==> src/sv/dstd_pkg.sv <==
package dstd_pkg;

  localparam int unsigned MAX_TILES_DEFAULT = 4096;

  // Widest tile index that the MAX_TILES range can call for.
  localparam int unsigned IDX_MAX_W = 16;

  localparam int unsigned WORD_W       = 16;
  localparam int unsigned VALUE_W      = 32;
  localparam int unsigned SIZE_W       = 48;
  localparam int unsigned OFFSET_W     = 48;
  localparam int unsigned TILE_INDEX_W = 12;
  localparam int unsigned KIND_W       = 2;
  localparam int unsigned ERR_W        = 2;
  localparam int unsigned CNT_CFG_W    = 13;
  localparam int unsigned DATA_START_W = 47;
  localparam int unsigned CFG_INDEX_W  = 1;
  localparam int unsigned CFG_DATA_W   = 47;

  localparam int unsigned QUEUE_DEPTH = 4;
  localparam int unsigned QUEUE_AW    = $clog2(QUEUE_DEPTH);

  // First high word of a negative two-word size delta.
  localparam logic [WORD_W-1:0] ESC_NEG_MIN = 16'hff00;

  localparam logic [KIND_W-1:0] KIND_KEY    = 2'd0;
  localparam logic [KIND_W-1:0] KIND_COMP   = 2'd1;
  localparam logic [KIND_W-1:0] KIND_UNCOMP = 2'd2;
  localparam logic [KIND_W-1:0] KIND_ERROR  = 2'd3;

  localparam logic [ERR_W-1:0] ERR_NONE      = 2'd0;
  localparam logic [ERR_W-1:0] ERR_TRUNCATED = 2'd1;
  localparam logic [ERR_W-1:0] ERR_NEGATIVE  = 2'd2;

  localparam logic [CFG_INDEX_W-1:0] CFG_TILE_COUNT = 1'd0;
  localparam logic [CFG_INDEX_W-1:0] CFG_DATA_START = 1'd1;

  // One classified result on its way from the front to the back.
  typedef struct packed {
    logic [KIND_W-1:0]    kind;
    logic [IDX_MAX_W-1:0] tile_index;
    logic [IDX_MAX_W-1:0] mem_index;
    logic [VALUE_W-1:0]   value;
    logic [ERR_W-1:0]     error_code;
    logic                 last;
    logic                 write_size;
    logic                 offset_start;
  } dstd_op_t;

endpackage

==> src/sv/dstd_fifo.sv <==
module dstd_fifo import dstd_pkg::*; (
  input  logic     clk,
  input  logic     rst,
  input  logic     push_valid,
  input  dstd_op_t push_op,
  output logic     push_ready,
  output logic     pop_valid,
  output dstd_op_t pop_op,
  input  logic     pop_ready
);

  dstd_op_t            entries [QUEUE_DEPTH];
  logic [QUEUE_AW-1:0] wr_ptr;
  logic [QUEUE_AW-1:0] rd_ptr;
  logic [QUEUE_AW:0]   count;
  logic                push_fire;
  logic                pop_fire;

  assign push_ready = count != (QUEUE_AW + 1)'(QUEUE_DEPTH);
  assign pop_valid  = count != '0;
  assign pop_op     = entries[rd_ptr];
  assign push_fire  = push_valid && push_ready;
  assign pop_fire   = pop_valid && pop_ready;

  always_ff @(posedge clk) begin
    if (push_fire) begin
      entries[wr_ptr] <= push_op;
    end
  end

  always_ff @(posedge clk) begin
    if (rst) begin
      wr_ptr <= '0;
      rd_ptr <= '0;
      count  <= '0;
    end else begin
      if (push_fire) begin
        wr_ptr <= wr_ptr + QUEUE_AW'(1);
      end
      if (pop_fire) begin
        rd_ptr <= rd_ptr + QUEUE_AW'(1);
      end
      if (push_fire && !pop_fire) begin
        count <= count + (QUEUE_AW + 1)'(1);
      end else if (pop_fire && !push_fire) begin
        count <= count - (QUEUE_AW + 1)'(1);
      end
    end
  end

`ifndef SYNTH
  assert property (@(posedge clk) disable iff (rst)
                   count <= (QUEUE_AW + 1)'(QUEUE_DEPTH))
    else $error("queue fill count above its depth");
`endif

endmodule

==> config.mk <==
export PLATFORM = sky130hd
export DESIGN_NAME = dstd_fifo
export DESIGN_NICKNAME = d
export VERILOG_FILES = /design/src/sv/dstd_pkg.sv /design/src/sv/dstd_fifo.sv
export SDC_FILE = /design/constraint.sdc
export NUM_CORES = 1
export LEC_CHECK = 0
export BUFFER_PORTS_ARGS = -buffer_cell sky130_fd_sc_hd__buf_4
export CAP_MARGIN = 0
export CORE_UTILIZATION = 50
export CTS_BUF_LIST = sky130_fd_sc_hd__clkbuf_16
export DETAILED_ROUTE_END_ITERATION = 12
export HOLD_SLACK_MARGIN = 0.02
export PLACE_DENSITY_LB_ADDON = 0.2
export SETUP_SLACK_MARGIN = 0.3
export SLEW_MARGIN = 30
export SYNTH_ARGS = -nofsm -noshare
export SYNTH_HDL_FRONTEND = slang
export SYNTH_SLANG_ARGS = --single-unit
==> constraint.sdc <==
create_clock -name clk -period 3 [get_ports clk]
set_input_delay 0.45 -clock clk [delete_from_list [all_inputs] [get_ports clk]]
set_output_delay 0.45 -clock clk [all_outputs]
set_load 0.05 [all_outputs]
# Word-level counts from Yosys, hierarchy flattened
# Memories as Yosys holds them, arrays and structs flattened. A register that Yosys moved wholly into a read port is not among the register bits.
# Cells that the tools add are included.
[totals] reg_bits=7 latch_bits=0 ramBits=284 rom_bits=0 out_inout_bits=73 elab_cells=23 n_memories=1
[mem_list] name="entries" words=4 word_bits=71 read_ports=1 rd_clocked_by_memory_dff=1 wr=1 line="dstd_fifo.sv:12" source="dstd_op_t entries [QUEUE_DEPTH];"
[op_classes] add_sub_neg=4 multipliers=0 div_mod_pow=0 magnitude_cmp=0 n_eq_ne=1 shifts=0 mux=6 bitwise=0 n_reduce_logical=8
[op_table] cell="3-bit 2-to-1 mux" n=2
[op_table] cell="2-bit by 1-bit adder with 2-bit output (second input constant)" n=2
[op_table] cell="1-bit logical AND" n=4
[op_table] cell="2-bit 2-to-1 mux" n=2
[op_table] cell="3-bit by 1-bit adder with 3-bit output (second input constant)" n=1
[op_table] cell="3-bit != test (second input constant)" n=1
[op_table] cell="3-bit nonzero test" n=1
[op_table] cell="3-bit by 1-bit subtractor with 3-bit output (second input constant)" n=1
[op_table] cell="1-bit zero test" n=2
[op_table] cell="1-bit 2-to-1 mux" n=2
[op_table] cell="2-bit nonzero test" n=1

# Logic depth before layout (Yosys ltp)
[logic_depth] word_depth=6 depth_mapped=8

# Least setup slack after synthesis
# OpenSTA, ideal clock, no wires.
[synth_timing] path_kind="register -> register" start="register count[0]" end="memory entries[2][0] (netlist name), enable pin" setup_ps=437 arrival_time_ps=2467 path_slack_ps=96 stages_incl_launch_ff=4 n_path_buf=0 period_less_slack_ps=2904 cell_sequence="dfxtp_1 nor2_1 a21boi_2 and2_1"
[synth_via] elab_chain_len=4
[synth_rtl] element="start, declared" line="dstd_fifo.sv:15" source="logic [QUEUE_AW:0] count;"
[synth_rtl] element="start signal, assigned" line="dstd_fifo.sv:44" source="count <= count + (QUEUE_AW + 1)'(1);"
[synth_rtl] element="start signal, assigned" line="dstd_fifo.sv:46" source="count <= count - (QUEUE_AW + 1)'(1);"
[synth_rtl] element="3-bit != test" line="dstd_fifo.sv:19" source="assign push_ready = count != (QUEUE_AW + 1)'(QUEUE_DEPTH);"
[synth_rtl] element="1-bit logical AND" line="dstd_fifo.sv:22" source="assign push_fire = push_valid && push_ready;"
[synth_rtl] element="net push_fire" line="dstd_fifo.sv:16" source="logic push_fire;"
[synth_rtl] element="1-bit 2-to-1 mux" line="dstd_fifo.sv:26" source="if (push_fire) begin"
[synth_rtl] element="1-bit 2-to-1 mux (not written as such)" line="dstd_fifo.sv:27" source="entries[wr_ptr] <= push_op;"
[synth_rtl] element="end, declared" line="dstd_fifo.sv:12"
# The timed path passes the listed nets, and every way through them passes these cells.

==> flow_metrics.env <==
export IMPL_status="finished clean"
export IMPL_grt_pass1_vias=5182
export IMPL_wirelength_mm=18.6
export IMPL_io_pins=148
export IMPL_ir_worst_vdd_mv=0.530
export IMPL_antenna_found_initial=0
export IMPL_crit_family="multiplexers"
export IMPL_cts_sinks=293
export IMPL_holdBufCountCts=0
export IMPL_worst_pin_slew_ns=0.528
export IMPL_rsz0062_at_grt="no"
export IMPL_crit_chain="buf_16 > mux4_1 > buf_4"
export IMPL_num_vias=4788
export IMPL_rows=53
export IMPL_cts_clk_slew_worst_paths_ns=0.06
export IMPL_drtIter0Drc=235
export IMPL_n_antenna_cell=0
export IMPL_yosysSeqAreaShare=0.807
export IMPL_ys_warn_count=0
export IMPL_syn2layout_area_growth_pct=22.1
export IMPL_vias_per_cell=5.40
export IMPL_overflow=0
export IMPL_die_h_um=149
export IMPL_leakagePower_uw=0.00447
export IMPL_p_per_area_nw_per_um2=972
export IMPL_final_setup_skew_ns=0.0245
export IMPL_cts_tree="done"
export IMPL_layout_commonest_cell="edfxtp_1"
export IMPL_path_buf_inv=2
export IMPL_crit_path_max_fanout=28
export IMPL_crit_path_top_delay_cell="mux4_1"
export IMPL_grtUsageTotal=0.173
export IMPL_syn_inst=419
export IMPL_initial_core_util=0.512
export IMPL_grt_pass1_wl_mm=28.8
export IMPL_setup_viol=0
export IMPL_holdWs_ns=0.102
export IMPL_fin_setup_tns_ns=0
export IMPL_netlist_cell_type_count=25
export IMPL_path_class="reg2out"
export IMPL_maxCapViolCount=0
export IMPL_ff2ff_setup_slack_ns=0.67
export IMPL_final_cell_area_sq_um=13200
export IMPL_worstPathRequired_ns=2.55
export IMPL_fin_crit_sh=0.838
export IMPL_grt_max_degree=41
export IMPL_final_cell_mix="edfxtp_1 (284), buf_4 (154), mux4_2 (70)"
export IMPL_worst_slew_margin_rel=0.648
export IMPL_hold_depth=1
export IMPL_start_kind="flop"
export IMPL_slowest_delay_ns=0.66
export IMPL_critPathCaptureType="output port"
export IMPL_wl_per_cell_um=21.0
export IMPL_synth_nets=500
export IMPL_min_from="push_op[14]"
export IMPL_synth_area_sq_um=10800
export IMPL_synth_seq_cells=293
export IMPL_core_sq_um=21100
export IMPL_io_buffers=147
export IMPL_clockRootBuffer="clkbuf_16"
export IMPL_cp_arrival_ns=2.06
export IMPL_die_area_sq_um=22200
export IMPL_htree_num_levels=1
export IMPL_antenna_left=0
export IMPL_gp_congestion=0.697
export IMPL_dpl_cell_area_sq_um=12200
export IMPL_hold_violations=0
export IMPL_fin_nets=674
export IMPL_dp_hpwl_mm=11.1
export IMPL_worstReg2RegEnd="count[2]$_SDFFE_PP0P_"
export IMPL_drive_above_1_share=0.451
export IMPL_r2r_cells=8
export IMPL_cts_buffers=28
export IMPL_hold_path_end="entries[1][14]$_DFFE_PP_"
export IMPL_clockBufferDepth=3
export IMPL_drt_pre_antenna_iters=4
export IMPL_min_period_ns=2.51
export IMPL_max_freq_ghz=0.398
export IMPL_worstReg2RegStart="count[0]$_SDFFE_PP0P_"
export IMPL_worstHoldPathType="in2reg"
export IMPL_drc_errors=0
export IMPL_drv_slew=0
export IMPL_synth_area_per_cell_sq_um=25.7
export IMPL_clk_latency_ns=0.54
export IMPL_die_w_um=149
## final cells by class
cell class              instances  area (sq um)
multi-input cells             106          1880
clock buffers                  28           701
inverters                       3          11.3
flip-flops and latches        293          8720
repair buffers                161          1310
clock inverters                21           204
well taps                     275           344
fillers                      1498          7920
## flip-flops by register name, summed over array words and instances, names as in the netlist, named ones only
name     count
count        3
entries    284
rd_ptr       2
wr_ptr       2
## stage by stage
step	std cells	utilization	setup slack [ns]	total power, uW
after floorplan	419	-	0.867	8410
after global placement	836	0.580	0.840	9450
after detailed placement	836	0.580	0.691	9510
after CTS	886	0.623	0.325	12900
after global routing	887	0.625	0.418	13300
final	887	0.625	0.487	12800
## how the worst max path moves through the flow
| stage | cells past startpoint | endpoint | slack (ns) | start |
|---|---|---|---|---|
| floorplan | 3 | entries[0][0]$_DFFE_PP_ | 0.87 | count[0]$_SDFFE_PP0P_ |
| global placement | 3 | pop_op[66] | 0.84 | flop |
| detailed placement | 8 | count[2]$_SDFFE_PP0P_ | 0.69 | count[0]$_SDFFE_PP0P_ |
| CTS | 3 | pop_op[56] | 0.33 | flop |
| global route | 3 | pop_op[66] | 0.42 | flop |
| finish | 3 | pop_op[66] | 0.49 | flop |
## worst register-to-register path, delay by kind of cell, from the launching register on
kind / cells / cell delay [ns]
fa+ha+maj: 2 / 0.62
buf+inv: 1 / 0.06
compound gates: 2 / 0.51
xor+xnor: 1 / 0.18
simple gates: 2 / 0.43
flops: 1 / 0.46
## routing by layer
layer,part of all wire,vias to the layer above,global-route usage
li1,-,2135,-
met1,0.42,2491,0.232
met2,0.50,140,0.285
met3,0.070,22,0.0425
met4,0.014,0,0.0474
met5,0,-,0
## kinds of logic (layout without fill, tap and decap cells)
group,count (synthesis),count (layout),share of synthesized area
compound gates,5,5,0.00348
mux,74,74,0.151
buf+inv,20,213,0.0190
fa+ha+maj,6,6,0.00766
simple gates,17,17,0.00777
xor+xnor,4,4,0.00325
flops,293,293,0.807
## cell usage after synthesis, drive strengths merged
master / number / share of area
buf: 16 / 0.018
a21boi: 1 / 0.0010
mux2: 1 / 0.0010
a21oi: 1 / 0.00046
nand2: 1 / 0.00035
dfxtp: 9 / 0.017
o311ai: 1 / 0.00081
fa: 1 / 0.0019
and2: 4 / 0.0023
xor2: 4 / 0.0032
clkbuf: 1 / 0.00035
nor2: 8 / 0.0028
or3: 2 / 0.0012
o31ai: 1 / 0.00070
o21ai: 1 / 0.00046
edfxtp: 284 / 0.79
mux2i: 2 / 0.0019
nand2b: 2 / 0.0012
mux4: 71 / 0.15
ha: 5 / 0.0058
inv: 3 / 0.0010
## where the power goes
group / switching (uW) / internal, uW
clock network: 1380 / 2030
logic: 2720 / 1550
registers: 142 / 4970
## timing repair
action                     CTS  global route
setup endpoints to repair    2            19
gates cloned                 0             0
setup buffers                1             1
gates resized for setup      1             0
No activity file was read; power rests on OpenSTA's default activity.
