===== config.mk =====
export PLATFORM = sky130hd
export DESIGN_NAME = dstd_front_flat
export DESIGN_NICKNAME = d
export VERILOG_FILES = /design/src/sv/dstd_pkg.sv /design/src/sv/dstd_if.sv /design/src/sv/dstd_front.sv /design/src/flat_wrapper.sv
export SDC_FILE = /design/constraint.sdc
export NUM_CORES = 1
export LEC_CHECK = 0
export BUFFER_PORTS_ARGS = -buffer_cell sky130_fd_sc_hd__buf_4
export CORE_UTILIZATION = 50
export DETAILED_ROUTE_END_ITERATION = 7
export PLACE_DENSITY = 0.7
export SETUP_SLACK_MARGIN = 0.02
export SLEW_MARGIN = 20
export SYNTH_ARGS = -nofsm -noshare
export SYNTH_HDL_FRONTEND = slang
export SYNTH_SLANG_ARGS = --single-unit
export TNS_END_PERCENT = 100

===== constraint.sdc =====
create_clock -name clk -period 17.76 [get_ports clk]
set_input_delay 5.328 -clock clk [delete_from_list [all_inputs] [get_ports clk]]
set_output_delay 5.328 -clock clk [all_outputs]
set_load 0.005 [all_outputs]

===== src/sv/dstd_pkg.sv =====
package dstd_pkg;

  localparam int unsigned MAX_TILES_DEFAULT = 4096;

  // Widest tile index that the MAX_TILES range can call for.
  localparam int unsigned IDX_MAX_W = 16;

  localparam int unsigned WORD_W       = 16;
  localparam int unsigned VALUE_W      = 32;
  localparam int unsigned SIZE_W       = 48;
  localparam int unsigned OFFSET_W     = 48;
  localparam int unsigned TILE_INDEX_W = 12;
  localparam int unsigned KIND_W       = 2;
  localparam int unsigned ERR_W        = 2;
  localparam int unsigned CNT_CFG_W    = 13;
  localparam int unsigned DATA_START_W = 47;
  localparam int unsigned CFG_INDEX_W  = 1;
  localparam int unsigned CFG_DATA_W   = 47;

  localparam int unsigned QUEUE_DEPTH = 4;
  localparam int unsigned QUEUE_AW    = $clog2(QUEUE_DEPTH);

  // First high word of a negative two-word size delta.
  localparam logic [WORD_W-1:0] ESC_NEG_MIN = 16'hff00;

  localparam logic [KIND_W-1:0] KIND_KEY    = 2'd0;
  localparam logic [KIND_W-1:0] KIND_COMP   = 2'd1;
  localparam logic [KIND_W-1:0] KIND_UNCOMP = 2'd2;
  localparam logic [KIND_W-1:0] KIND_ERROR  = 2'd3;

  localparam logic [ERR_W-1:0] ERR_NONE      = 2'd0;
  localparam logic [ERR_W-1:0] ERR_TRUNCATED = 2'd1;
  localparam logic [ERR_W-1:0] ERR_NEGATIVE  = 2'd2;

  localparam logic [CFG_INDEX_W-1:0] CFG_TILE_COUNT = 1'd0;
  localparam logic [CFG_INDEX_W-1:0] CFG_DATA_START = 1'd1;

  // One classified result on its way from the front to the back.
  typedef struct packed {
    logic [KIND_W-1:0]    kind;
    logic [IDX_MAX_W-1:0] tile_index;
    logic [IDX_MAX_W-1:0] mem_index;
    logic [VALUE_W-1:0]   value;
    logic [ERR_W-1:0]     error_code;
    logic                 last;
    logic                 write_size;
    logic                 offset_start;
  } dstd_op_t;

endpackage


===== src/sv/dstd_if.sv =====
interface dstd_word_if import dstd_pkg::*; ();
  logic              valid;
  logic              ready;
  logic [WORD_W-1:0] word;
  logic              stream_end;

  modport source(output valid, word, stream_end, input ready);
  modport sink(input valid, word, stream_end, output ready);
endinterface



===== src/sv/dstd_front.sv =====
module dstd_front import dstd_pkg::*; #(
  parameter int unsigned MAX_TILES = MAX_TILES_DEFAULT
) (
  input  logic                 clk,
  input  logic                 rst,
  input  logic [CNT_CFG_W-1:0] tile_count,
  dstd_word_if.sink            words,
  output logic                 push_valid,
  output dstd_op_t             push_op,
  input  logic                 push_ready
);

  localparam int unsigned AW = (MAX_TILES > 1) ? $clog2(MAX_TILES) : 1;
  localparam int unsigned CW = (AW + 1 > CNT_CFG_W) ? AW + 1 : CNT_CFG_W;

  localparam logic [1:0] PHASE_KEYS   = 2'd0;
  localparam logic [1:0] PHASE_COMP   = 2'd1;
  localparam logic [1:0] PHASE_UNCOMP = 2'd2;

  logic [1:0]         phase, phase_next;
  logic [AW-1:0]      tile_counter, tile_counter_next;
  logic               escape, escape_next;
  logic [WORD_W-1:0]  partial_hi, partial_hi_next;
  logic [VALUE_W-1:0] key_sum, key_sum_next;
  logic [SIZE_W-1:0]  running_size, running_size_next;
  logic               discard, discard_next;

  logic [CW-1:0]      cnt_cfg, cnt_max, cnt, counter_inc;
  logic               wrap;
  logic               accept;
  logic [33:0]        esc_delta, plain_delta, delta;
  logic [49:0]        new_size;
  logic [VALUE_W-1:0] extra, key_add;
  logic               element, negative, done, restart;
  logic [VALUE_W-1:0] val;

  assign cnt_cfg = CW'(tile_count);
  assign cnt_max = CW'(MAX_TILES);
  assign cnt     = (cnt_cfg > cnt_max) ? cnt_max : cnt_cfg;

  assign counter_inc = CW'(tile_counter) + CW'(1);
  assign wrap        = counter_inc >= cnt;

  assign words.ready = push_ready;
  assign accept      = words.valid && push_ready;

  // A two-word delta: the high word is signed when it lies in the top 256 codes.
  assign esc_delta   = (partial_hi >= ESC_NEG_MIN) ?
                       {2'b11, partial_hi, words.word} :
                       {3'b000, partial_hi[14:0], words.word};
  // A one-word delta is the low 15 bits read as a signed number.
  assign plain_delta = {{19{words.word[14]}}, words.word[14:0]};
  assign delta       = escape ? esc_delta : plain_delta;
  assign new_size    = {2'b00, running_size} + {{16{delta[33]}}, delta};

  assign extra   = escape ? {1'b0, partial_hi[14:0], words.word} : {16'b0, words.word};
  assign key_add = key_sum + {16'b0, words.word};

  always_comb begin
    phase_next        = phase;
    tile_counter_next = tile_counter;
    escape_next       = escape;
    partial_hi_next   = partial_hi;
    key_sum_next      = key_sum;
    running_size_next = running_size;
    discard_next      = discard;
    element           = 1'b0;
    negative          = 1'b0;
    done              = 1'b0;
    restart           = 1'b0;
    val               = '0;
    push_valid        = 1'b0;
    push_op           = '0;
    push_op.error_code = ERR_NONE;

    if (accept) begin
      if (discard || cnt == '0) begin
        restart = words.stream_end;
      end else begin
        unique case (phase)
          PHASE_KEYS: begin
            key_sum_next = key_add;
            element      = 1'b1;
            val          = key_add;
          end
          PHASE_COMP: begin
            if (!escape && words.word[15]) begin
              escape_next     = 1'b1;
              partial_hi_next = words.word;
            end else begin
              escape_next = 1'b0;
              if (new_size[49]) begin
                negative = 1'b1;
              end else begin
                running_size_next = new_size[SIZE_W-1:0];
                element           = 1'b1;
                val               = new_size[VALUE_W-1:0];
              end
            end
          end
          PHASE_UNCOMP: begin
            if (!escape && words.word[15]) begin
              escape_next     = 1'b1;
              partial_hi_next = words.word;
            end else begin
              escape_next = 1'b0;
              element     = 1'b1;
              val         = extra;
            end
          end
          default: begin
          end
        endcase

        if (element) begin
          if (wrap) begin
            tile_counter_next = '0;
            if (phase == PHASE_KEYS) begin
              phase_next        = PHASE_COMP;
              running_size_next = '0;
            end else if (phase == PHASE_COMP) begin
              phase_next           = PHASE_UNCOMP;
              // The back takes the data offset base as this beat goes through.
              push_op.offset_start = 1'b1;
            end else begin
              done = 1'b1;
            end
          end else begin
            tile_counter_next = counter_inc[AW-1:0];
          end
        end

        push_op.mem_index  = IDX_MAX_W'(tile_counter);
        push_op.value      = val;
        push_op.write_size = element && (phase == PHASE_COMP);

        priority if (negative) begin
          push_valid         = 1'b1;
          push_op.kind       = KIND_ERROR;
          push_op.tile_index = IDX_MAX_W'(tile_counter);
          push_op.error_code = ERR_NEGATIVE;
          push_op.last       = 1'b1;
          restart            = words.stream_end;
          discard_next       = !words.stream_end;
        end else if (words.stream_end && !done) begin
          // Truncation reports the entry that was still being read.
          push_valid         = 1'b1;
          push_op.kind       = KIND_ERROR;
          push_op.tile_index = IDX_MAX_W'(tile_counter_next);
          push_op.error_code = ERR_TRUNCATED;
          push_op.last       = 1'b1;
          restart            = 1'b1;
        end else if (element) begin
          push_valid         = 1'b1;
          push_op.kind       = (phase == PHASE_KEYS) ? KIND_KEY :
                               (phase == PHASE_COMP) ? KIND_COMP : KIND_UNCOMP;
          push_op.tile_index = IDX_MAX_W'(tile_counter);
          push_op.last       = done;
          if (done) begin
            restart      = words.stream_end;
            discard_next = !words.stream_end;
          end
        end else begin
        end
      end
    end

    if (restart) begin
      phase_next        = PHASE_KEYS;
      tile_counter_next = '0;
      escape_next       = 1'b0;
      partial_hi_next   = '0;
      key_sum_next      = '0;
      running_size_next = '0;
      discard_next      = 1'b0;
    end
  end

  always_ff @(posedge clk) begin
    if (rst) begin
      phase        <= PHASE_KEYS;
      tile_counter <= '0;
      escape       <= 1'b0;
      partial_hi   <= '0;
      key_sum      <= '0;
      running_size <= '0;
      discard      <= 1'b0;
    end else begin
      phase        <= phase_next;
      tile_counter <= tile_counter_next;
      escape       <= escape_next;
      partial_hi   <= partial_hi_next;
      key_sum      <= key_sum_next;
      running_size <= running_size_next;
      discard      <= discard_next;
    end
  end

`ifndef SYNTH
  // Once a table is finished or has failed, nothing more is queued until stream end.
  assert property (@(posedge clk) disable iff (rst) discard |-> !push_valid)
    else $error("front queued a result while discarding");
`endif

endmodule


===== src/flat_wrapper.sv =====
// flat-port wrapper written by rule: the top's interface ports become plain ports
module dstd_front_flat import dstd_pkg::*;
#(
  parameter int unsigned MAX_TILES = MAX_TILES_DEFAULT
)
  (clk, rst, tile_count, push_valid, push_op, push_ready, words_valid, words_word, words_stream_end, words_ready);
  dstd_word_if words_i ();
  input  logic clk;
  input  logic rst;
  input  logic [CNT_CFG_W-1:0] tile_count;
  output logic push_valid;
  output dstd_op_t push_op;
  input  logic push_ready;
  input wire logic [$bits(words_i.valid)-1:0] words_valid;
  input wire logic [$bits(words_i.word)-1:0] words_word;
  input wire logic [$bits(words_i.stream_end)-1:0] words_stream_end;
  output wire logic [$bits(words_i.ready)-1:0] words_ready;
  assign words_i.valid = words_valid;
  assign words_i.word = words_word;
  assign words_i.stream_end = words_stream_end;
  assign words_ready = words_i.ready;
  dstd_front #(.MAX_TILES(MAX_TILES)) u_core (.clk(clk), .rst(rst), .tile_count(tile_count), .words(words_i), .push_valid(push_valid), .push_op(push_op), .push_ready(push_ready));
endmodule

# After elaboration in Yosys (flattened, before gate mapping)
# Cells that the tools add are included.
dict set report totals {
  elab_cells 104
  regBits 112
  in_bits 34
  output_inout_bits 73
}
dict set report classes {
  n_addsub 3
  n_lt_le_gt_ge 3
  n_mux 66
  n_eq_ne 3
  n_bitwise 1
  n_reduce_logical 21
}
# cell n
set op_table {}
lappend op_table {{2-to-1 mux 48 bit} 6}
lappend op_table {{2-to-1 mux 71 bit} 2}
lappend op_table {{2-to-1 mux 32 bit} 3}
lappend op_table {{one-hot mux 32 bit (3 select lines)} 1}
lappend op_table {{2-to-1 mux 34 bit} 2}
lappend op_table {{2-to-1 mux 18 bit} 3}
lappend op_table {{adder 49 x 34 -> 50 bit} 1}
lappend op_table {{2-to-1 mux 1 bit} 39}
lappend op_table {{adder 32 x 16 -> 32 bit} 1}
lappend op_table {{2-to-1 mux 31 bit} 1}
lappend op_table {{2-to-1 mux 12 bit} 2}
lappend op_table {{greater-or-equal comparator 16 bit (second input constant)} 1}
lappend op_table {{adder 12 x 1 -> 13 bit (second input constant)} 1}
lappend op_table {{greater-or-equal comparator 13 bit} 1}
lappend op_table {{> comparator 13 bit (second input constant)} 1}
lappend op_table {{zero test 13 bit} 1}
lappend op_table {{2-to-1 mux 13 bit} 1}
lappend op_table {{AND reduction 5 bit} 2}
lappend op_table {{2-to-1 mux 2 bit} 4}
lappend op_table {{AND reduction 3 bit} 2}
lappend op_table {{nonzero test 2 bit} 3}
lappend op_table {{logical AND 1 bit} 4}
lappend op_table {{AND reduction 4 bit} 1}
lappend op_table {{OR reduction 2 bit} 2}
lappend op_table {{10 further kinds} 12}

# Longest topological paths before layout
dict set report depth {
  depth_word 19
  ltp_mapped 20
  ltp_nobuf 18
}

# Worst setup path after synthesis
# No wires, ideal clock.
dict set report synth_path {
  path_kind {input-to-output}
  startpoint {in words_word[14]}
  endpoint {out push_op[54] in the netlist's numbering}
  required_time_ns 12.432
  path_buffers 2
  slack_ns 3.592
  path_stages 15
  t_arrival_ns 8.840
  cell_sequence {nand2b_1 clkbuf_1 o31ai_1 ha_1 a21o_1 a21o_1 a221o_1 a21oi_2 o21ai_2 a211oi_4 mux2i_1 or3_1 buf_2 mux2_4 nor2_2}
}
# item line_no
set synth_lines {}
lappend synth_lines {{start: declaration} flat_wrapper.sv:15} ;# input wire logic [$bits(words_i.word)-1:0] words_word;
lappend synth_lines {{end: declaration} flat_wrapper.sv:12} ;# output dstd_op_t push_op;

==> reports/qor.yml <==
status:
  status: "complete, no violations"
worst_setup_path:
  cp-startpoint: "words_word[14]"
  cp.arrival_ps: 9740
  critical_path_class: "in -> out"
  crit_end: "push_op[54]"
  timing.rr.start: "u_core.escape"
  ff2ff_path_depth: 14
  critPathTopFamily: "compound AO/OA/AOI/OAI gates"
  cpPeakStageDelay_ps: 770
  r2r-end: "u_core.running_size[38]"
  cp_slowest_cell: "a2111oi_0"
  crit_path_cell_trace: "buf_4 -> nand2b_1 -> o31ai_2 -> buf_4 -> ha_1 -> a21o_1 -> a21o_1 -> a21o_1 -> a211oi_1 -> o21ai_2 -> and2_0 -> a2111oi_0 -> or3_1 -> mux2_4 -> nor2_2 -> buf_4"
  r2r_setup_slack_ps: 12180
  critPathMaxFanout: 18
  crit_path_start_kind: "primary input"
  path_depth: 16
  cp-end-kind: "output port"
  path_buf_inv: 3
  required_ps: 12430
cts:
  ctsResizeCount: 0
  clk_latency_ps: 370
  cts_setup_buffers: 0
  path_clk_slew_ps: 80
  hold_buffers: 0
  cts.sinks: 112
  clockBufferDepth: 2
  cts_tree: "done"
  htreeDepth: 3
  cts_root_buf: "clkbuf_16"
  numCtsBuffers: 9
placed_design:
  place.gp.congestion: 0.990
  placed_cells: 1608
  port_buffers: 98
  hpwl_um: 20900
pwr:
  p_seq_share_pct: 43.9
  pwr-share-comb_pct: 17.5
  p_leak_nw: 4.73
  total_power_mw: 0.581
  p_per_area_mw_per_mm2: 53.9
  p_int_mw: 0.410
  vdd_drop_max_mv: 0.0507
  p_sw_mw: 0.171
  power.share.switching_pct: 29.4
  pwr-share-clk_pct: 38.6
global_routing:
  grt.total_usage_pct: 28.7
  grt_overflow_total: 0
  grt_pass1_wl_um: 45700
  antenna_found_initial: 0
  grt_max_degree: 65
  grt_pass1_vias: 9062
routing:
  drt-vias-per-instance: 5.92
  detail-route-antenna-nets: 0
  drt_iter0_drc: 681
  wirelength_um: 28200
  drt-pass1-iter-count: 7
  vias: 9610
  drc_errors: 0
  wire_per_inst_um: 17.4
timing:
  setup-tns-final_ps: 0
  fin_crit_sh_pct: 84.8
  whs_ps: 463
  rsz0062_at_grt: "no"
  slew_headroom_pct: 28.5
  layout_min_cycle_time_ps: 15070
  fin_skew_ps: 12.4
  fmax_mhz: 66.4
  finalSetupViolCount: 0
  hold_viol: 0
  slew_violations: 0
  worstMarginPinSlew_ps: 1070
die:
  core_region_area_mm2: 0.0188
  pin_count: 107
  placementRows: 50
  dieArea_mm2: 0.0199
  start_util_pct: 51.3
  die_width_um: 141
  die_height_um: 141
synth:
  synth.area.mux_share_pct: 0.777
  seq_area_frac_synth_pct: 23.2
  async_flop_share_pct: 0
  yosys_most_used_dff: "dfxtp_1"
  synth-compound-area-share_pct: 26.6
  synth_edf_count: 0
  synthCells: 1319
  synth-simple-area-share_pct: 24.1
  synth_fa_ha_area_share_pct: 11.3
  syn-cell-area_mm2: 0.00966
  synth_top_family_by_area: "compound AO/OA/AOI/OAI gates"
  avgSynthCellArea_um2: 7.33
  ys_seq_elements: 112
  ys_types: 72
  synthXorXnorAreaFrac_pct: 8.43
  synth-warning-count: 0
final_layout:
  mostFrequentLayoutCell: "nand2_1"
  final_core_util_pct: 57.2
  layout_common_cells: "nand2_1 (228), a21oi_1 (143), nor2_1 (114), dfxtp_1 (112), buf_4 (110)"
  fill_cells: 1847
  drive_gt1_share_pct: 11.0
  nNetsFinal: 1479
  diodes: 0
  final_cells: 1624
  area_delta_synth_final_pct: 11.5
worst_hold_path:
  hp-class: "reg -> reg"
job:
  drv_cap: 0
-- sequential cells by signal, summed over array words and instances (netlist names) --
name	count
u_core.key_sum	32
u_core.phase	2
u_core.partial_hi	16
u_core.discard	1
u_core.escape	1
u_core.running_size	48
u_core.tile_counter	12
-- worst min-delay path by stage --
stage,startpoint,slack (ps),end,cells past startpoint
after global placement,u_core.running_size[12],450,u_core.running_size[12],2
after CTS,u_core.running_size[44],460,u_core.running_size[44],2
after global routing,u_core.running_size[44],480,u_core.running_size[44],2
after floorplan,u_core.running_size[32],440,u_core.running_size[32],2
after detailed placement,u_core.running_size[44],450,u_core.running_size[44],2
final,u_core.running_size[32],460,u_core.running_size[32],2
-- cells by family (layout without fill, tap and decap cells) --
family                   count (synthesis)  count (layout)
buffers and inverters                  124             162
flip-flops                             112             112
other                                    1               8
multiplexers                             7               7
XOR/XNOR                                93              93
AO/OA/AOI/OAI                          384             384
adder cells (fa/ha/maj)                 86              86
AND/OR/NAND/NOR                        512             512
-- area by class of cell --
cell class	count	area, um2	area share [%]
Clock buffer	10	239	2.22
Sequential cell	112	2240	20.8
Inverter	36	135	1.25
Timing Repair Buffer	110	826	7.66
Tap cell	260	325	3.02
Multi-Input combinational cell	1090	6930	64.3
Clock inverter	6	83.8	0.778
-- routing by layer --
metal  track usage [%]  vias up  routed length (um)
li1                  -     4777                   -
met1              37.9     4459               12700
met2              47.3      330               12900
met3              5.03       44                1900
met4              9.38        0                 709
met5                 0        -                   0
-- power by group through the flow --
stage | logic [mW] | clock network (mW) | registers, mW
finish | 0.102 | 0.224 | 0.255
global route | 0.112 | 0.237 | 0.256
CTS | 0.101 | 0.227 | 0.255
detailed placement | 0.100 | 0 | 0.261
global placement | 0.0988 | 0 | 0.261
floorplan | 0.0699 | 0 | 0.261
-- cells in the mapped netlist (4+ instances only) --
cell,instances,area share [%]
buf_2,16,0.83
nand4_1,21,1.4
ha_1,84,11
a21o_1,43,3.3
nand2b_1,14,0.91
nand2_1,228,8.9
a222oi_1,22,2.3
a22o_1,24,2.2
mux2i_1,6,0.62
a211oi_1,18,1.4
o21bai_1,10,0.78
buf_4,9,0.70
xor2_1,24,2.2
a21oi_1,143,7.4
inv_1,36,1.4
dfxtp_1,112,23
nor4_1,6,0.39
clkbuf_1,58,2.3
o21a_1,7,0.54
or3_1,12,0.78
nor2b_1,9,0.58
o211ai_1,5,0.39
a31o_2,5,0.45
and3_1,13,0.84
a31oi_1,8,0.52
and4_1,7,0.63
a22oi_1,8,0.62
nand3_1,26,1.3
nor2_1,115,4.5
o31ai_1,4,0.31
and2_1,22,1.4
xnor2_1,69,6.3
o21ai_0,44,2.3
nor3_1,24,1.2
a2111oi_0,4,0.36
-- metrics by stage --
stage / area, um2 / setup WS, ps
after global placement: 10500 / 2800
after floorplan: 9690 / 3590
after CTS: 10800 / 2670
after global routing: 10800 / 2430
after detailed placement: 10500 / 2690
final: 10800 / 2690
-- tightest hold or removal path, stage by stage, from the launching register on --
cell and delay (ps):
dfxtp_1 320, nand2_1 50, a21oi_1 50
No activity file was read; power rests on OpenSTA's default activity.
